`src/rtl/kear_pkg.sv`:
```
// Shared types and constants for the key edge and autorepeat block.
package kear_pkg;

  // Configuration register indexes.
  localparam logic CFG_SHIFT_DELAY   = 1'b0;
  localparam logic CFG_REPEAT_PERIOD = 1'b1;

  localparam logic [7:0] SHIFT_DELAY_RST   = 8'd10;
  localparam logic [7:0] REPEAT_PERIOD_RST = 8'd2;

  // Horizontal move codes, two bit signed.
  typedef logic signed [1:0] move_t;
  localparam move_t MOVE_NONE  = 2'sb00;
  localparam move_t MOVE_RIGHT = 2'sb01;
  localparam move_t MOVE_LEFT  = 2'sb11;

  typedef struct packed {
    logic up;
    logic x;
    logic z;
    logic space;
    logic r;
    logic esc;
    logic left;
    logic a;
    logic right;
    logic d;
    logic down;
    logic s;
  } raw_keys_t;

  typedef struct packed {
    logic cw;
    logic ccw;
    logic space;
    logic restart;
    logic escape;
  } action_t;

  typedef struct packed {
    logic    left;
    logic    right;
    logic    down;
    action_t pulse;
  } key_state_t;

endpackage

```
`src/rtl/kear_keymap.sv`:
```
// Alias merging and rising-edge detection of the action keys.
module kear_keymap (
  input  logic                  clk_i,
  input  logic                  rst_ni,
  input  logic                  step_i,
  input  kear_pkg::raw_keys_t   raw_i,
  output kear_pkg::key_state_t  keys_o
);

  kear_pkg::action_t now;
  kear_pkg::action_t prev_q;
  kear_pkg::action_t prev_d;

  always_comb begin
    now.cw      = raw_i.up | raw_i.x;
    now.ccw     = raw_i.z;
    now.space   = raw_i.space;
    now.restart = raw_i.r;
    now.escape  = raw_i.esc;

    keys_o.left  = raw_i.left | raw_i.a;
    keys_o.right = raw_i.right | raw_i.d;
    keys_o.down  = raw_i.down | raw_i.s;
    keys_o.pulse = now & ~prev_q;

    prev_d = step_i ? now : prev_q;
  end

  always_ff @(posedge clk_i or negedge rst_ni) begin
    if (!rst_ni) begin
      prev_q <= '0;
    end else begin
      prev_q <= prev_d;
    end
  end

endmodule

```
`src/rtl/kear_shift.sv`:
```
// Delayed auto shift: immediate move on a new direction, then delay and repeat.
module kear_shift (
  input  logic                clk_i,
  input  logic                rst_ni,
  input  logic                step_i,
  input  logic                left_i,
  input  logic                right_i,
  input  logic [7:0]          shift_delay_i,
  input  logic [7:0]          repeat_period_i,
  output kear_pkg::move_t     move_o
);

  kear_pkg::move_t dir;
  kear_pkg::move_t dir_q;
  kear_pkg::move_t dir_d;
  logic [7:0]      delay_q;
  logic [7:0]      delay_d;
  logic [7:0]      period_q;
  logic [7:0]      period_d;
  logic [7:0]      period_inc;

  always_comb begin
    if (left_i && !right_i) begin
      dir = kear_pkg::MOVE_LEFT;
    end else if (right_i && !left_i) begin
      dir = kear_pkg::MOVE_RIGHT;
    end else begin
      dir = kear_pkg::MOVE_NONE;
    end

    // The period counter stays below the period before the add, so no wrap.
    period_inc = period_q + 8'd1;

    dir_d    = dir_q;
    delay_d  = delay_q;
    period_d = period_q;
    move_o   = kear_pkg::MOVE_NONE;

    if (dir == kear_pkg::MOVE_NONE) begin
      dir_d    = kear_pkg::MOVE_NONE;
      delay_d  = '0;
      period_d = '0;
    end else if (dir_q != dir) begin
      dir_d    = dir;
      delay_d  = '0;
      period_d = '0;
      move_o   = dir;
    end else if (delay_q < shift_delay_i) begin
      delay_d = delay_q + 8'd1;
    end else if (period_inc < repeat_period_i) begin
      period_d = period_inc;
    end else begin
      period_d = '0;
      move_o   = dir;
    end
  end

  always_ff @(posedge clk_i or negedge rst_ni) begin
    if (!rst_ni) begin
      dir_q    <= kear_pkg::MOVE_NONE;
      delay_q  <= '0;
      period_q <= '0;
    end else if (step_i) begin
      dir_q    <= dir_d;
      delay_q  <= delay_d;
      period_q <= period_d;
    end
  end

endmodule

```
`src/rtl/key_edge_and_autorepeat.sv`:
```
// Top level of the key edge detector and horizontal autorepeat.
// One input beat is one tick of twelve raw key levels; one output beat follows
// for each, carrying merged levels, action-key press pulses and a move of
// -1, 0 or +1. The block takes one beat per cycle while the output is not
// stalled: a beat is registered at the input, processed by the alias, edge and
// delayed-auto-shift logic, and then moves into the output register once that
// is free, while the next beat is already taken. Stalls on the output side back
// up through the two registers.
// Write shift_delay and repeat_period only while no beat is in flight.
module key_edge_and_autorepeat (
  input  logic       clk_i,
  input  logic       rst_ni,
  input  logic       cfg_we_i,
  input  logic       cfg_index_i,
  input  logic [7:0] cfg_data_i,
  input  logic       in_valid_i,
  output logic       in_ready_o,
  input  logic       key_up_i,
  input  logic       key_x_i,
  input  logic       key_z_i,
  input  logic       key_space_i,
  input  logic       key_r_i,
  input  logic       key_esc_i,
  input  logic       key_left_i,
  input  logic       key_a_i,
  input  logic       key_right_i,
  input  logic       key_d_i,
  input  logic       key_down_i,
  input  logic       key_s_i,
  output logic       out_valid_o,
  input  logic       out_ready_i,
  output logic       left_level_o,
  output logic       right_level_o,
  output logic       down_level_o,
  output logic       rotate_cw_pulse_o,
  output logic       rotate_ccw_pulse_o,
  output logic       space_pulse_o,
  output logic       restart_pulse_o,
  output logic       escape_pulse_o,
  output logic [1:0] horizontal_move_o
);

  logic [7:0]            shift_delay_q;
  logic [7:0]            repeat_period_q;
  logic                  in_valid_q;
  kear_pkg::raw_keys_t   raw_q;
  logic                  out_valid_q;
  kear_pkg::key_state_t  keys;
  kear_pkg::key_state_t  keys_q;
  kear_pkg::move_t       move;
  kear_pkg::move_t       move_q;
  logic                  advance;

  // The registered input moves on whenever the output register is free.
  assign advance    = in_valid_q && (!out_valid_q || out_ready_i);
  assign in_ready_o = !in_valid_q || advance;

  always_ff @(posedge clk_i or negedge rst_ni) begin
    if (!rst_ni) begin
      shift_delay_q   <= kear_pkg::SHIFT_DELAY_RST;
      repeat_period_q <= kear_pkg::REPEAT_PERIOD_RST;
    end else if (cfg_we_i) begin
      case (cfg_index_i)
        kear_pkg::CFG_SHIFT_DELAY:   shift_delay_q   <= cfg_data_i;
        kear_pkg::CFG_REPEAT_PERIOD: repeat_period_q <= cfg_data_i;
        default: ;
      endcase
    end
  end

  always_ff @(posedge clk_i or negedge rst_ni) begin
    if (!rst_ni) begin
      in_valid_q  <= 1'b0;
      out_valid_q <= 1'b0;
    end else begin
      if (in_ready_o) begin
        in_valid_q <= in_valid_i;
      end
      if (advance) begin
        out_valid_q <= 1'b1;
      end else if (out_ready_i) begin
        out_valid_q <= 1'b0;
      end
    end
  end

  always_ff @(posedge clk_i) begin
    if (in_valid_i && in_ready_o) begin
      raw_q <= '{up: key_up_i, x: key_x_i, z: key_z_i, space: key_space_i,
                 r: key_r_i, esc: key_esc_i, left: key_left_i, a: key_a_i,
                 right: key_right_i, d: key_d_i, down: key_down_i,
                 s: key_s_i};
    end
    if (advance) begin
      keys_q <= keys;
      move_q <= move;
    end
  end

  kear_keymap u_keymap (
    .clk_i  (clk_i),
    .rst_ni (rst_ni),
    .step_i (advance),
    .raw_i  (raw_q),
    .keys_o (keys)
  );

  kear_shift u_shift (
    .clk_i           (clk_i),
    .rst_ni          (rst_ni),
    .step_i          (advance),
    .left_i          (keys.left),
    .right_i         (keys.right),
    .shift_delay_i   (shift_delay_q),
    .repeat_period_i (repeat_period_q),
    .move_o          (move)
  );

  assign out_valid_o        = out_valid_q;
  assign left_level_o       = keys_q.left;
  assign right_level_o      = keys_q.right;
  assign down_level_o       = keys_q.down;
  assign rotate_cw_pulse_o  = keys_q.pulse.cw;
  assign rotate_ccw_pulse_o = keys_q.pulse.ccw;
  assign space_pulse_o      = keys_q.pulse.space;
  assign restart_pulse_o    = keys_q.pulse.restart;
  assign escape_pulse_o     = keys_q.pulse.escape;
  assign horizontal_move_o  = move_q;

`ifndef SYNTHESIS
  // A move never has the unused code.
  assert property (@(posedge clk_i) disable iff (!rst_ni)
    out_valid_q |-> (move_q != 2'sb10))
    else $error("invalid horizontal move code");

  // Both or neither direction held gives no move.
  assert property (@(posedge clk_i) disable iff (!rst_ni)
    (out_valid_q && (keys_q.left == keys_q.right)) |-> (move_q == kear_pkg::MOVE_NONE))
    else $error("move without a single held direction");

  // A left move comes only with left held.
  assert property (@(posedge clk_i) disable iff (!rst_ni)
    (out_valid_q && (move_q == kear_pkg::MOVE_LEFT)) |-> keys_q.left)
    else $error("left move without left held");

  // A beat waiting at the output is not overwritten.
  assert property (@(posedge clk_i) disable iff (!rst_ni)
    (out_valid_q && !out_ready_i) |-> !advance)
    else $error("output register overwritten while stalled");
`endif

endmodule

```
`config.mk`:
```
export PLATFORM = sky130hd
export DESIGN_NAME = key_edge_and_autorepeat
export DESIGN_NICKNAME = d
export VERILOG_FILES = /design/src/rtl/kear_pkg.sv /design/src/rtl/kear_keymap.sv /design/src/rtl/kear_shift.sv /design/src/rtl/key_edge_and_autorepeat.sv
export SDC_FILE = /design/constraint.sdc
export NUM_CORES = 1
export LEC_CHECK = 0
export ABC_AREA = 1
export BUFFER_PORTS_ARGS = -buffer_cell sky130_fd_sc_hd__buf_2
export CORE_ASPECT_RATIO = 1.2
export CORE_MARGIN = 10
export CORE_UTILIZATION = 28
export DETAILED_ROUTE_END_ITERATION = 8
export PLACE_DENSITY = 0.45
export RECOVER_POWER = 50
export SYNTH_ARGS = -nofsm -noshare
export SYNTH_HDL_FRONTEND = slang
export SYNTH_SLANG_ARGS = --single-unit
```
`constraint.sdc`:
```
create_clock -name clk_i -period 2.8 [get_ports clk_i]
set_input_delay 0.56 -clock clk_i [delete_from_list [all_inputs] [get_ports clk_i]]
set_output_delay 0.56 -clock clk_i [all_outputs]
set_load 0.05 [all_outputs]
```
**Word level (Yosys, flattened, before mapping)**

Cells that the tools add are included.

- Output and inout port bits: 12
- Bits in registers: 63
- Bits of input ports: 26
- Logic and storage cells: 81

- Reductions and logical operators: 19
- Multiplexer cells: 16
- Add/sub/neg operators: 2
- Equal/unequal tests: 2
- Bitwise logic cells: 7
- Order comparisons: 2

Operators with widths:

| kind | count |
|---|---|
| 2-to-1 mux 8 bit | 7 |
| adder 8 x 1 -> 8 bit, second input constant | 2 |
| < comparator 8 bit | 2 |
| 2-to-1 mux 2 bit | 6 |
| AND reduction 2 bit | 5 |
| AND 5 bit | 1 |
| inverter 5 bit | 1 |
| logical AND 1 bit | 4 |
| zero test 1 bit | 4 |
| OR 1 bit | 4 |
| nonzero test 2 bit | 2 |
| 2-to-1 mux 1 bit | 3 |
| inequality test 3 x 1 -> 1 bit, second input constant | 1 |
| nonzero test 3 bit | 1 |
| zero test 2 bit | 1 |
| logical OR 1 bit | 2 |
| inequality test 2 bit | 1 |
| inverter 1 bit | 1 |

**Depth between registers and ports, before layout**

Gate-level depths: netlist of the first run.

- Word-level depth: 8
- Depth in mapped cells: 15
- Gate-level depth less buffers: 15

**Cells and area by module**

A second synthesis of the first run with hierarchy kept.

- Cells, all modules: 352
- Area, all modules: 3145.5 µm²

By module, submodules not included:

| module | sequential area each (µm²) | area an instance (µm²) | cells each | instances |
|---|---|---|---|---|
| kear_shift | 450.4 | 1495.2 | 218 | 1 |
| key_edge_and_autorepeat | 1114.8 | 1417.6 | 104 | 1 |
| kear_keymap | 125.1 | 232.7 | 30 | 1 |

**Worst setup path after synthesis of the first run**

OpenSTA, ideal clock, no wires.

- Kind: flip-flop to flip-flop
- Start: register u_shift.period_q[0]
- End: register move_q[0], in the netlist horizontal_move_o[0], data pin
- Required time: 2.536 ns
- Clock period less this slack: 1.961 ns
- Cell stages (with the launch flop): 13
- Library setup time: 0.264 ns
- Arrival time: 1.697 ns
- Path buffers: 0
- Slack: 0.839 ns
- Cell sequence: dfrtp_1 ha_1 nand2_1 nor2_1 nand3_1 nand2_1 inv_1 ha_1 nand2_1 o21a_1 nand2_1 nand2_1 a21oi_1

- Longest elaborated chain between the ends: 5

Ends and longest elaborated chain:

| item | line | RTL |
|---|---|---|
| from (decl) | kear_shift.sv:18 | `logic [7:0] period_q;` |
| from (signal assigned) | kear_shift.sv:66 | `period_q <= period_d;` |
| adder 8 x 1 -> 8 bit | kear_shift.sv:32 | `period_inc = period_q + 8'd1;` |
| < comparator 8 bit | kear_shift.sv:50 | `end else if (period_inc < repeat_period_i) begin` |
| 2-to-1 mux 2 bit | kear_shift.sv:50 |  |
| 2-to-1 mux 2 bit | kear_shift.sv:48 | `end else if (delay_q < shift_delay_i) begin` |
| 2-to-1 mux 2 bit | kear_shift.sv:43 | `end else if (dir_q != dir) begin` |
| to (signal assigned) | key_edge_and_autorepeat.sv:96 | `move_q <= move;` |
| to (decl) | key_edge_and_autorepeat.sv:51 | `kear_pkg::move_t move_q;` |

No other way between the ends.
A chain may end at the register's enable or synchronous reset.

==> impl_metrics.csv, run 1 <==
group,metric,value,unit
run_status,run_status,"finished clean",
clocking,post_cts_buffers,0,
setup_path,critPathMaxFanout,12,
floorplan,ios,38,
grt,overflow,0,
grt,grt_usage,0.09139,
grt,grtUsageMet3,0.02660,
timing,worstMarginPinSlew,938.7,ps
clocking,ctsResizeCount,0,
detailed_routing,ant_nets,0,
floorplan,die_w,116.2,um
flow_run,cap_violations,0,
detailed_routing,viasPerCell,4.432,
timing,fmax,0.4392,GHz
placed_design,placed_area,3448,um2
final_layout,syn_to_final_growth,19.99,%
setup_path,crit_path_start_kind,"register",
timing,report.final.slew_viol_count,0,
logic_synthesis,syn_avg_cell_area,8.812,um2
clocking,clkLatencyLatePin,330,ps
timing,finClkSkew,3.744,ps
floorplan,fp-row-count,42,
final_layout,fill_cells,1149,
logic_synthesis,synthCells,353,
timing,holdWs,383.0,ps
detailed_routing,dr.pass1.iters,4,
final_layout,final_nets,441,
placed_design,portBuffers,37,
grt,grt_max_degree,42,
pwr,p_total,2.637,mW
setup_path,timing.rr.start,"raw_q[4]",
clocking,numClockSinks,63,
timing,setup-violations-final,0,
final_layout,antenna-diode-count,0,
detailed_routing,drt-initial-drc-count,98,
setup_path,rr_worst_depth,10,
setup_path,crit_type,"reg -> reg",
placed_design,place_ws,501.4,ps
clocking,ctsHoldBuffers,0,
final_layout,layout_commonest_cell,"nand2_1",
grt,met2_usage,0.1497,
clocking,cts_buffers,9,
detailed_routing,drc,0,
clocking,cts_root_buf,"clkbuf_16",
detailed_routing,wl,6.561,mm
floorplan,core_area,10930,um2
final_layout,design_area,3732,um2
pwr,peakVddDrop,0.3252,mV
final_layout,final_cell_mix,"nand2_1, inv_1, dfrtp_1",
setup_path,crit_start,"raw_q[4]",
grt,antenna_found_initial,0,
logic_synthesis,ys.warnings.count,0,
grt,first_global_vias,2486,
timing,tns,0,ps
final_layout,drive_above_1_share,0.1613,
logic_synthesis,syn_nets,396,
logic_synthesis,ys_ff_latch,63,
floorplan,die_height,135.5,um
placed_design,place_inst,519,
floorplan,dieArea,15740,um2
logic_synthesis,synth_cell_types,26,
timing,max-slew-margin-rel,0.3742,
pwr,cellLeakagePower,1.854,nW
setup_path,required,3020,ps
clocking,path_clk_slew,50,ps
clocking,cts_max_level,3,
pwr,p_per_area,706.4,nW/um2
setup_path,worstPathArrival,2490,ps
timing,rsz0062_at_grt,"no",
timing,period_share,0.8133,
placed_design,dp_hpwl,4.910,mm
detailed_routing,wl_per_cell,12.26,um
floorplan,start_util,0.2846,
setup_path,crit_path_end_kind,"register",
placed_design,gp_congestion,0.8181,
timing,min_period,2277,ps
timing,hold_violations,0,
grt,grt_pass1_wl,11.32,mm
final_layout,fin_util,0.3415,
final_layout,finalNonFillerCells,535,
timing,fin_ws,522.9,ps
logic_synthesis,yosysSeqAreaShare,0.5434,
detailed_routing,vias,2371,
grt,top_usage_layer,"met2",
hold_path,hold_path_class,"in -> async",
clocking,cts_tree,"built",
clocking,max-clock-path-buffers,2,
logic_synthesis,synth_area,3110,um2
grt,grt.met1_usage,0.1060,
kinds of logic after synthesis:
kind of cell | count (synthesis) | synth area share
AOI/OAI and AO/OA | 37 | 0.06195
xor gates and xnor gates | 8 | 0.02253
adders and majority gates | 17 | 0.06838
buffers and inverters | 55 | 0.06919
DFF | 63 | 0.5434
and+or+nand+nor | 173 | 0.2345
routing by layer:
layer / wire [um] / up-vias
met5: 0 / -
met4: 130 / 0
li1: - / 1221
met3: 247 / 11
met2: 3284 / 36
met1: 2898 / 1103
state kept, by name (all words and copies together), names as in the netlist:
register / flops
out_valid_o: 1
horizontal_move_o: 2
rotate_ccw_pulse_o: 1
rotate_cw_pulse_o: 1
u_shift.period_q: 8
restart_pulse_o: 1
in_valid_q: 1
repeat_period_q: 8
u_keymap.prev_q: 5
space_pulse_o: 1
shift_delay_q: 8
raw_q: 12
escape_pulse_o: 1
down_level_o: 1
right_level_o: 1
u_shift.delay_q: 8
left_level_o: 1
u_shift.dir_q: 2
final timing paths:
check	end	slack [ps]
min	shift_delay_q[2]	380
max	u_shift.delay_q[6]	520
max reg2reg	u_shift.delay_q[6]	520
min reg2reg	u_keymap.prev_q[0]	490
max in group asynchronous	u_shift.period_q[3]	1840
min in group clk_i	raw_q[10]	410
critical path, cell delays in order, from the launching register on:
cell	delay, ps
edfxtp_1	350
or2_2	310
ha_1	330
inv_1	100
nand2_1	80
nor2_2	400
inv_2	140
nand2_2	210
nand2_4	120
nand2_1	80
nand2_1	50
final cells by class:
type	count	area [um2]	share of cell area
flip-flops and latches	63	1690	0.4529
multi-input cells	235	1205	0.3228
clock buffers	10	229.0	0.06135
repair buffers	39	193.9	0.05196
inverters	50	187.7	0.05028
well taps	132	165.2	0.04425
clock inverters	6	61.31	0.01643
cells in the mapped netlist:
master / count / area share
nor3_1: 3 / 0.0048
dfrtp_1: 38 / 0.31
nor2_1: 28 / 0.034
or2_0: 1 / 0.0020
or2_2: 2 / 0.0040
nand2_1: 106 / 0.13
buf_2: 1 / 0.0016
nand3_2: 3 / 0.0097
clkbuf_1: 3 / 0.0036
inv_1: 49 / 0.059
xnor2_1: 3 / 0.0084
edfxtp_1: 22 / 0.21
nor2_2: 2 / 0.0040
a21oi_1: 11 / 0.018
o21a_1: 2 / 0.0048
o21bai_1: 1 / 0.0024
nand3_1: 24 / 0.039
dfstp_2: 3 / 0.025
nand2_4: 1 / 0.0036
buf_6: 1 / 0.0036
xor2_1: 5 / 0.014
o21ai_0: 23 / 0.037
nand4_1: 1 / 0.0020
inv_2: 1 / 0.0012
ha_1: 17 / 0.068
nand2_2: 2 / 0.0040
power breakdown:
group | internal, mW | total (mW) | switching [mW]
logic | 0.119 | 0.430 | 0.310
clock network | 0.685 | 1.08 | 0.392
registers | 1.08 | 1.13 | 0.0540
total | 1.88 | 2.64 | 0.757
(Power assumes the default switching activity.)
==> run 2, diff against run 1 <==
--- a/config.mk
+++ b/config.mk
@@ -5,7 +5,7 @@
 export SDC_FILE = /design/constraint.sdc
 export NUM_CORES = 1
 export LEC_CHECK = 0
-export ABC_AREA = 1
+export ABC_AREA = 0
 export BUFFER_PORTS_ARGS = -buffer_cell sky130_fd_sc_hd__buf_2
 export CORE_ASPECT_RATIO = 1.2
 export CORE_MARGIN = 10
==> constraint.sdc (replaced) <==
create_clock -name clk_i -period 2.15 [get_ports clk_i]
set_input_delay 0.43 -clock clk_i [delete_from_list [all_inputs] [get_ports clk_i]]
set_output_delay 0.43 -clock clk_i [all_outputs]
set_load 0.05 [all_outputs]
==> run 2 against run 1 <==
  * The run now ends with negative setup slack left
  * Sequential power is 24% higher
  * Critical endpoint is now u_shift.period_q[2]
  * Setup slack worse by 800 ps
  * Critical path type unchanged
  * Via count shrank 3.8%
  * Clock skew barely moved
  * Routed wire length increased by 7.0%
  * Largest power group unchanged
==> impl_metrics.csv, run 2 <==
group,metric,value,unit
logic_synthesis,synth-simple-area-share,0.1636,
final_layout,antenna-diode-count,0,
pwr,p_total,3.124,mW
clocking,cts_buffers,9,
logic_synthesis,synth.area.top_cells,"dfrtp_1, edfxtp_1, ha_1, nand2_1, o21ai_0",
timing,holdWs,277.5,ps
hold_path,hold_path_class,"in -> reg",
grt,top_usage_layer,"met2",
detailed_routing,viasPerCell,4.663,
floorplan,core_area,10520,um2
grt,grt_pass1_wl,11.59,mm
logic_synthesis,synth_area,3013,um2
logic_synthesis,ys_ff_latch,63,
logic_synthesis,synth_edf_count,22,
final_layout,layout_commonest_cell,"nand2_1",
clocking,path_clk_slew,60,ps
timing,setup-violations-final,10,
logic_synthesis,synthAdderAreaFrac,0.07060,
grt,first_global_vias,2448,
clocking,clkLatencyLatePin,330,ps
logic_synthesis,synth_area_leader_cell,"dfrtp_1",
grt,grt_usage,0.09444,
placed_design,portBuffers,37,
detailed_routing,drc,0,
timing,hold_violations,0,
clocking,numClockSinks,63,
logic_synthesis,synth_compound_area_frac,0.1233,
setup_path,crit_path_end_kind,"register",
logic_synthesis,syn_nets,317,
logic_synthesis,async_reset_ff_frac,0.6508,
logic_synthesis,synth_mux_area_frac,0.03364,
final_layout,final_nets,398,
detailed_routing,wl_per_cell,14.35,um
pwr,cellLeakagePower,1.818,nW
floorplan,die_height,133.6,um
detailed_routing,dr.pass1.iters,4,
logic_synthesis,yosysSeqAreaShare,0.5610,
floorplan,dieArea,15330,um2
detailed_routing,wl,7.018,mm
setup_path,critPathMaxFanout,7,
pwr,p_per_area,775.7,nW/um2
final_layout,final_cell_mix,"nand2_1, buf_2, dfrtp_1, buf_4, edfxtp_1",
logic_synthesis,synth_top_family_by_area,"simple AND/OR/NAND/NOR gates",
timing,rsz0062_at_grt,"yes",
pwr,peakVddDrop,0.3989,mV
setup_path,worstPathArrival,2660,ps
final_layout,syn_to_final_growth,33.68,%
grt,grt.met1_usage,0.1037,
clocking,max-clock-path-buffers,2,
clocking,cts_tree,"built",
run_status,run_status,"finished, violations left",
clocking,cts_root_buf,"clkbuf_16",
placed_design,place_ws,-291.6,ps
logic_synthesis,synth_most_common_cell,"nand2_1",
floorplan,start_util,0.2865,
logic_synthesis,synth_top_area_frac,0.3156,
final_layout,multi_input_area,1354,um2
timing,worstMarginPinSlew,1071,ps
logic_synthesis,synth_common_cells,"nand2_1, dfrtp_1, o21ai_0",
final_layout,seq_area,1693,um2
final_layout,regMostFlops,"raw_q",
grt,met2_usage,0.1648,
logic_synthesis,synth_ff_type,"dfrtp_1",
clocking,cts_max_level,3,
placed_design,dp_hpwl,5.117,mm
logic_synthesis,ys.warnings.count,0,
final_layout,fill_cells,1052,
final_layout,largest_register_ffs,12,
floorplan,fp-row-count,41,
detailed_routing,vias,2280,
logic_synthesis,syn_avg_cell_area,11.00,um2
setup_path,crit_type,"reg -> reg",
flow_run,cap_violations,0,
floorplan,ios,38,
timing,fin_ws,-275.4,ps
grt,antenna_found_initial,0,
final_layout,drive_above_1_share,0.3667,
timing,fmax,0.4123,GHz
grt,grt_max_degree,42,
detailed_routing,drt-initial-drc-count,57,
logic_synthesis,synthCells,274,
setup_path,crit_path_start_kind,"register",
timing,report.final.slew_viol_count,0,
logic_synthesis,synth_cell_types,41,
grt,grtUsageMet3,0.02740,
timing,tns,-2275,ps
floorplan,die_w,114.7,um
detailed_routing,ant_nets,0,
grt,overflow,0,
placed_design,gp_congestion,0.7928,
timing,period_share,1.128,
run_status,violations,"negative setup slack",
timing,finClkSkew,3.428,ps
timing,max-slew-margin-rel,0.2860,
timing,min_period,2425,ps
logic_synthesis,synth_xor_xnor_area_share,0.01163,
setup_path,required,2380,ps
-- run 2: changes by cell type after synthesis, sizes merged, moves of 9 or more --
cell | previous run | this run
nand2 | 109 | 44
inv | 50 | 21
nor2 | 30 | 7
nand3 | 27 | 11
mux2 | 0 | 9
-- run 2: final cells by class --
type / instances / area share
tap: 129 / 0.04007
multi-input combinational: 184 / 0.3361
inverter: 21 / 0.01957
clock inverter: 7 / 0.009941
timing repair buffer: 76 / 0.1180
clock buffer: 9 / 0.05592
sequential: 63 / 0.4203
-- run 2: timing repair --
| item | CTS | global route |
|---|---|---|
| setup buffers | 1 | 3 |
| pin swaps | 9 | 12 |
| endpoints found under the setup margin | 15 | 16 |
| gates resized for setup | 7 | 24 |
| hold endpoints to repair | 0 | 0 |
| cloned | 0 | 1 |
| hold buffers | 0 | 0 |
-- run 2: stage by stage --
step	std cells	utilization	instance area, um2
5_1_grt	489	0.3830	4028
4_1_cts	485	0.3707	3899
3_3_place_gp	468	0.3425	3602
6_report	489	0.3830	4028
2_1_floorplan	274	-	3023
3_5_place_dp	468	0.3425	3602
-- run 2: final timing paths --
check	cells after the start	slack, ps	end	start
worst max-delay path	9	-280	u_shift.period_q[2]	u_shift.period_q[0]
worst min-delay path	1	280	raw_q[0]	key_s_i
worst max register to register	9	-280	u_shift.period_q[2]	u_shift.period_q[0]
worst min register to register	2	460	u_keymap.prev_q[0]	raw_q[6]
max in group asynchronous	2	1040	u_shift.period_q[1]	rst_ni
min in group asynchronous	2	380	shift_delay_q[7]	rst_ni
-- run 2: per-layer routing --
layer  wire length (um)  vias up
li1                   -     1147
met1               3021     1096
met2               3699       28
met3                173        9
met4                124        0
met5                  0        -
-- run 2: kinds of logic after synthesis --
family | Yosys count
and+or+nand+nor | 98
adders and majority gates | 17
AOI/OAI and AO/OA | 55
muxes | 9
buffers and inverters | 28
xor gates and xnor gates | 4
DFF | 63
-- run 2: power breakdown --
group          leakage [nW]  switching [mW]  total, mW  internal, mW
registers             0.726          0.0431       1.40          1.36
logic                 0.968           0.275      0.435         0.161
clock network         0.124           0.518       1.28         0.766
total                  1.82           0.836       3.12          2.29
-- run 2: worst max-delay path, stage by stage (launching register included) --
cell      delay (ps)
dfrtp_2          450
ha_4             190
xor2_1           140
ha_1             290
a211o_1          260
a31o_1           220
a211oi_4         350
buf_6            180
nand4_1          150
o311ai_4         110
==> run 3, diff against run 2 <==
--- a/config.mk
+++ b/config.mk
@@ -7,11 +7,13 @@
 export LEC_CHECK = 0
 export ABC_AREA = 0
 export BUFFER_PORTS_ARGS = -buffer_cell sky130_fd_sc_hd__buf_2
+export CELL_PAD_IN_SITES_DETAIL_PLACEMENT = 1
+export CELL_PAD_IN_SITES_GLOBAL_PLACEMENT = 2
 export CORE_ASPECT_RATIO = 1.2
 export CORE_MARGIN = 10
 export CORE_UTILIZATION = 28
 export DETAILED_ROUTE_END_ITERATION = 8
-export PLACE_DENSITY = 0.45
+export PLACE_DENSITY = 0.63
 export RECOVER_POWER = 50
 export SYNTH_ARGS = -nofsm -noshare
 export SYNTH_HDL_FRONTEND = slang
==> run 3 against run 2 <==
  * The flow still finishes with violations (negative setup slack)
  * Cell area grew 5.8%
  * Clock-buffer cell count grew 1
  * Utilization grew 2.2 points
  * Setup slack lost 80 ps
  * Die area is the same
  * Via count grew 4.2%
  * Clock skew grew 0.93 ps
  * Clock power grew 20%
  * First-iteration DRC count shrank 21%
==> impl_metrics.csv, run 3 (same netlist as run 2, synthesis figures left out) <==
group,metric,value,unit
floorplan,ios,38,
floorplan,core_area,10520,um2
setup_path,critPathMaxFanout,5,
detailed_routing,viasPerCell,4.762,
detailed_routing,ant_nets,0,
final_layout,final_cell_mix,"nand2_1, buf_4, dfrtp_1, buf_2, edfxtp_1",
final_layout,fin_util,0.4051,
floorplan,dieArea,15330,um2
grt,first_global_vias,2617,
setup_path,crit_path_end_kind,"register",
setup_path,required,2380,ps
detailed_routing,wl_per_cell,16.06,um
grt,grt_max_degree,42,
floorplan,die_w,114.7,um
grt,grt_usage,0.1053,
setup_path,cp_cell_sequence,"ha_4 -> xor2_1 -> ha_1 -> a211o_1 -> a31o_1 -> a211oi_4 -> buf_12 -> nand4_4 -> o311ai_4",
detailed_routing,wl,8.013,mm
floorplan,start_util,0.2865,
placed_design,place_inst,472,
detailed_routing,drc,0,
grt,grt.met1_usage,0.1175,
clocking,path_clk_slew,60,ps
clocking,numClockSinks,63,
setup_path,crit_path_start_kind,"register",
final_layout,fill_cells,1147,
final_layout,design_area,4260,um2
timing,max-slew-margin-rel,0.2568,
detailed_routing,vias,2376,
run_status,run_status,"finished, violations left",
hold_path,hold_path_class,"in -> reg",
timing,fmax,0.3991,GHz
setup_path,slowest_delay,450,ps
timing,report.final.slew_viol_count,0,
final_layout,finalNonFillerCells,499,
grt,grt_pass1_wl,12.83,mm
placed_design,placed_area,3645,um2
grt,top_usage_layer,"met2",
timing,finClkSkew,4.354,ps
clocking,cts_max_level,3,
timing,setup-violations-final,10,
setup_path,worstPathArrival,2740,ps
flow_run,cap_violations,0,
floorplan,die_height,133.6,um
clocking,cts_tree,"built",
final_layout,largest_register_ffs,12,
timing,period_share,1.165,
clocking,max-clock-path-buffers,2,
placed_design,dp_hpwl,5.555,mm
grt,antenna_found_initial,0,
placed_design,portBuffers,37,
grt,overflow,0,
pwr,cellLeakagePower,1.935,nW
clocking,ctsHoldBuffers,0,
final_layout,regMostFlops,"raw_q",
final_layout,drive_above_1_share,0.4027,
timing,min_period,2506,ps
grt,met2_usage,0.1802,
final_layout,final_nets,408,
timing,worstMarginPinSlew,1115,ps
pwr,p_per_area,803.0,nW/um2
run_status,violations,"negative setup slack",
final_layout,antenna-diode-count,0,
timing,holdWs,271.3,ps
placed_design,gp_congestion,0.7670,
final_layout,syn_to_final_growth,41.40,%
timing,hold_violations,0,
timing,fin_ws,-355.7,ps
floorplan,fp-row-count,41,
detailed_routing,dr.pass1.iters,4,
clocking,clkLatencyLatePin,330,ps
detailed_routing,drt-initial-drc-count,45,
clocking,cts_root_buf,"clkbuf_16",
clocking,cts_buffers,9,
grt,grtUsageMet3,0.03279,
pwr,peakVddDrop,0.3810,mV
setup_path,crit_type,"reg -> reg",
timing,rsz0062_at_grt,"yes",
setup_path,worst_path_max_delay_cell,"dfrtp_2",
run 3: layout make-up:
| type | instances | area [um2] | share of cell area |
|---|---|---|---|
| Clock inverter | 6 | 85.08 | 0.01997 |
| Tap cell | 129 | 161.4 | 0.03789 |
| Sequential cell | 63 | 1693 | 0.3974 |
| Inverter | 21 | 78.83 | 0.01850 |
| Timing Repair Buffer | 87 | 605.6 | 0.1421 |
| Multi-Input combinational cell | 183 | 1408 | 0.3304 |
| Clock buffer | 10 | 229.0 | 0.05374 |
run 3: final timing paths:
| check | start | endpoint | slack (ps) | cells after the start |
|---|---|---|---|---|
| max | u_shift.period_q[1] | u_shift.period_q[2] | -360 | 9 |
| min | key_esc_i | raw_q[6] | 270 | 1 |
| max reg2reg | u_shift.period_q[1] | u_shift.period_q[2] | -360 | 9 |
| min reg2reg | raw_q[6] | u_keymap.prev_q[0] | 460 | 2 |
| max in group asynchronous | rst_ni | u_shift.period_q[0] | 1000 | 2 |
| min in group asynchronous | rst_ni | u_shift.delay_q[6] | 380 | 2 |
run 3: power by group:
group | total, mW | switching, mW | internal [mW]
logic | 0.471 | 0.291 | 0.180
registers | 1.41 | 0.0463 | 1.36
clock network | 1.54 | 0.532 | 1.01
total | 3.42 | 0.870 | 2.55
run 3: repair_timing:
item	in CTS	in global routing
gates cloned	0	1
pin swaps	5	22
setup endpoints to repair	14	16
gates resized for setup	6	42
buffers inserted	1	9
run 3: per-stage QoR:
step | worst slack (ps) | setup TNS [ps] | power (mW)
3_5_place_dp | -381.4 | -2834 | 1.865
5_1_grt | -465.1 | -3933 | 3.592
3_3_place_gp | -255.6 | -1922 | 1.853
4_1_cts | -347.2 | -2770 | 3.427
2_1_floorplan | -226.2 | -1191 | 1.684
6_report | -355.7 | -2666 | 3.421
run 3: metal layers:
metal,up-vias,wire (um),part of all wire
met5,-,0,0
met4,0,143,0.018
met3,14,260,0.032
met2,31,4215,0.53
met1,1172,3393,0.42
li1,1159,-,-
run 3: critical path, delay by kind of cell, from the launching register on:
family	cells	cell delay (ps)
adders and majority gates	2	480
buffers and inverters	1	160
DFF	1	450
and+or+nand+nor	1	140
xor gates and xnor gates	1	150
AOI/OAI and AO/OA	4	1030
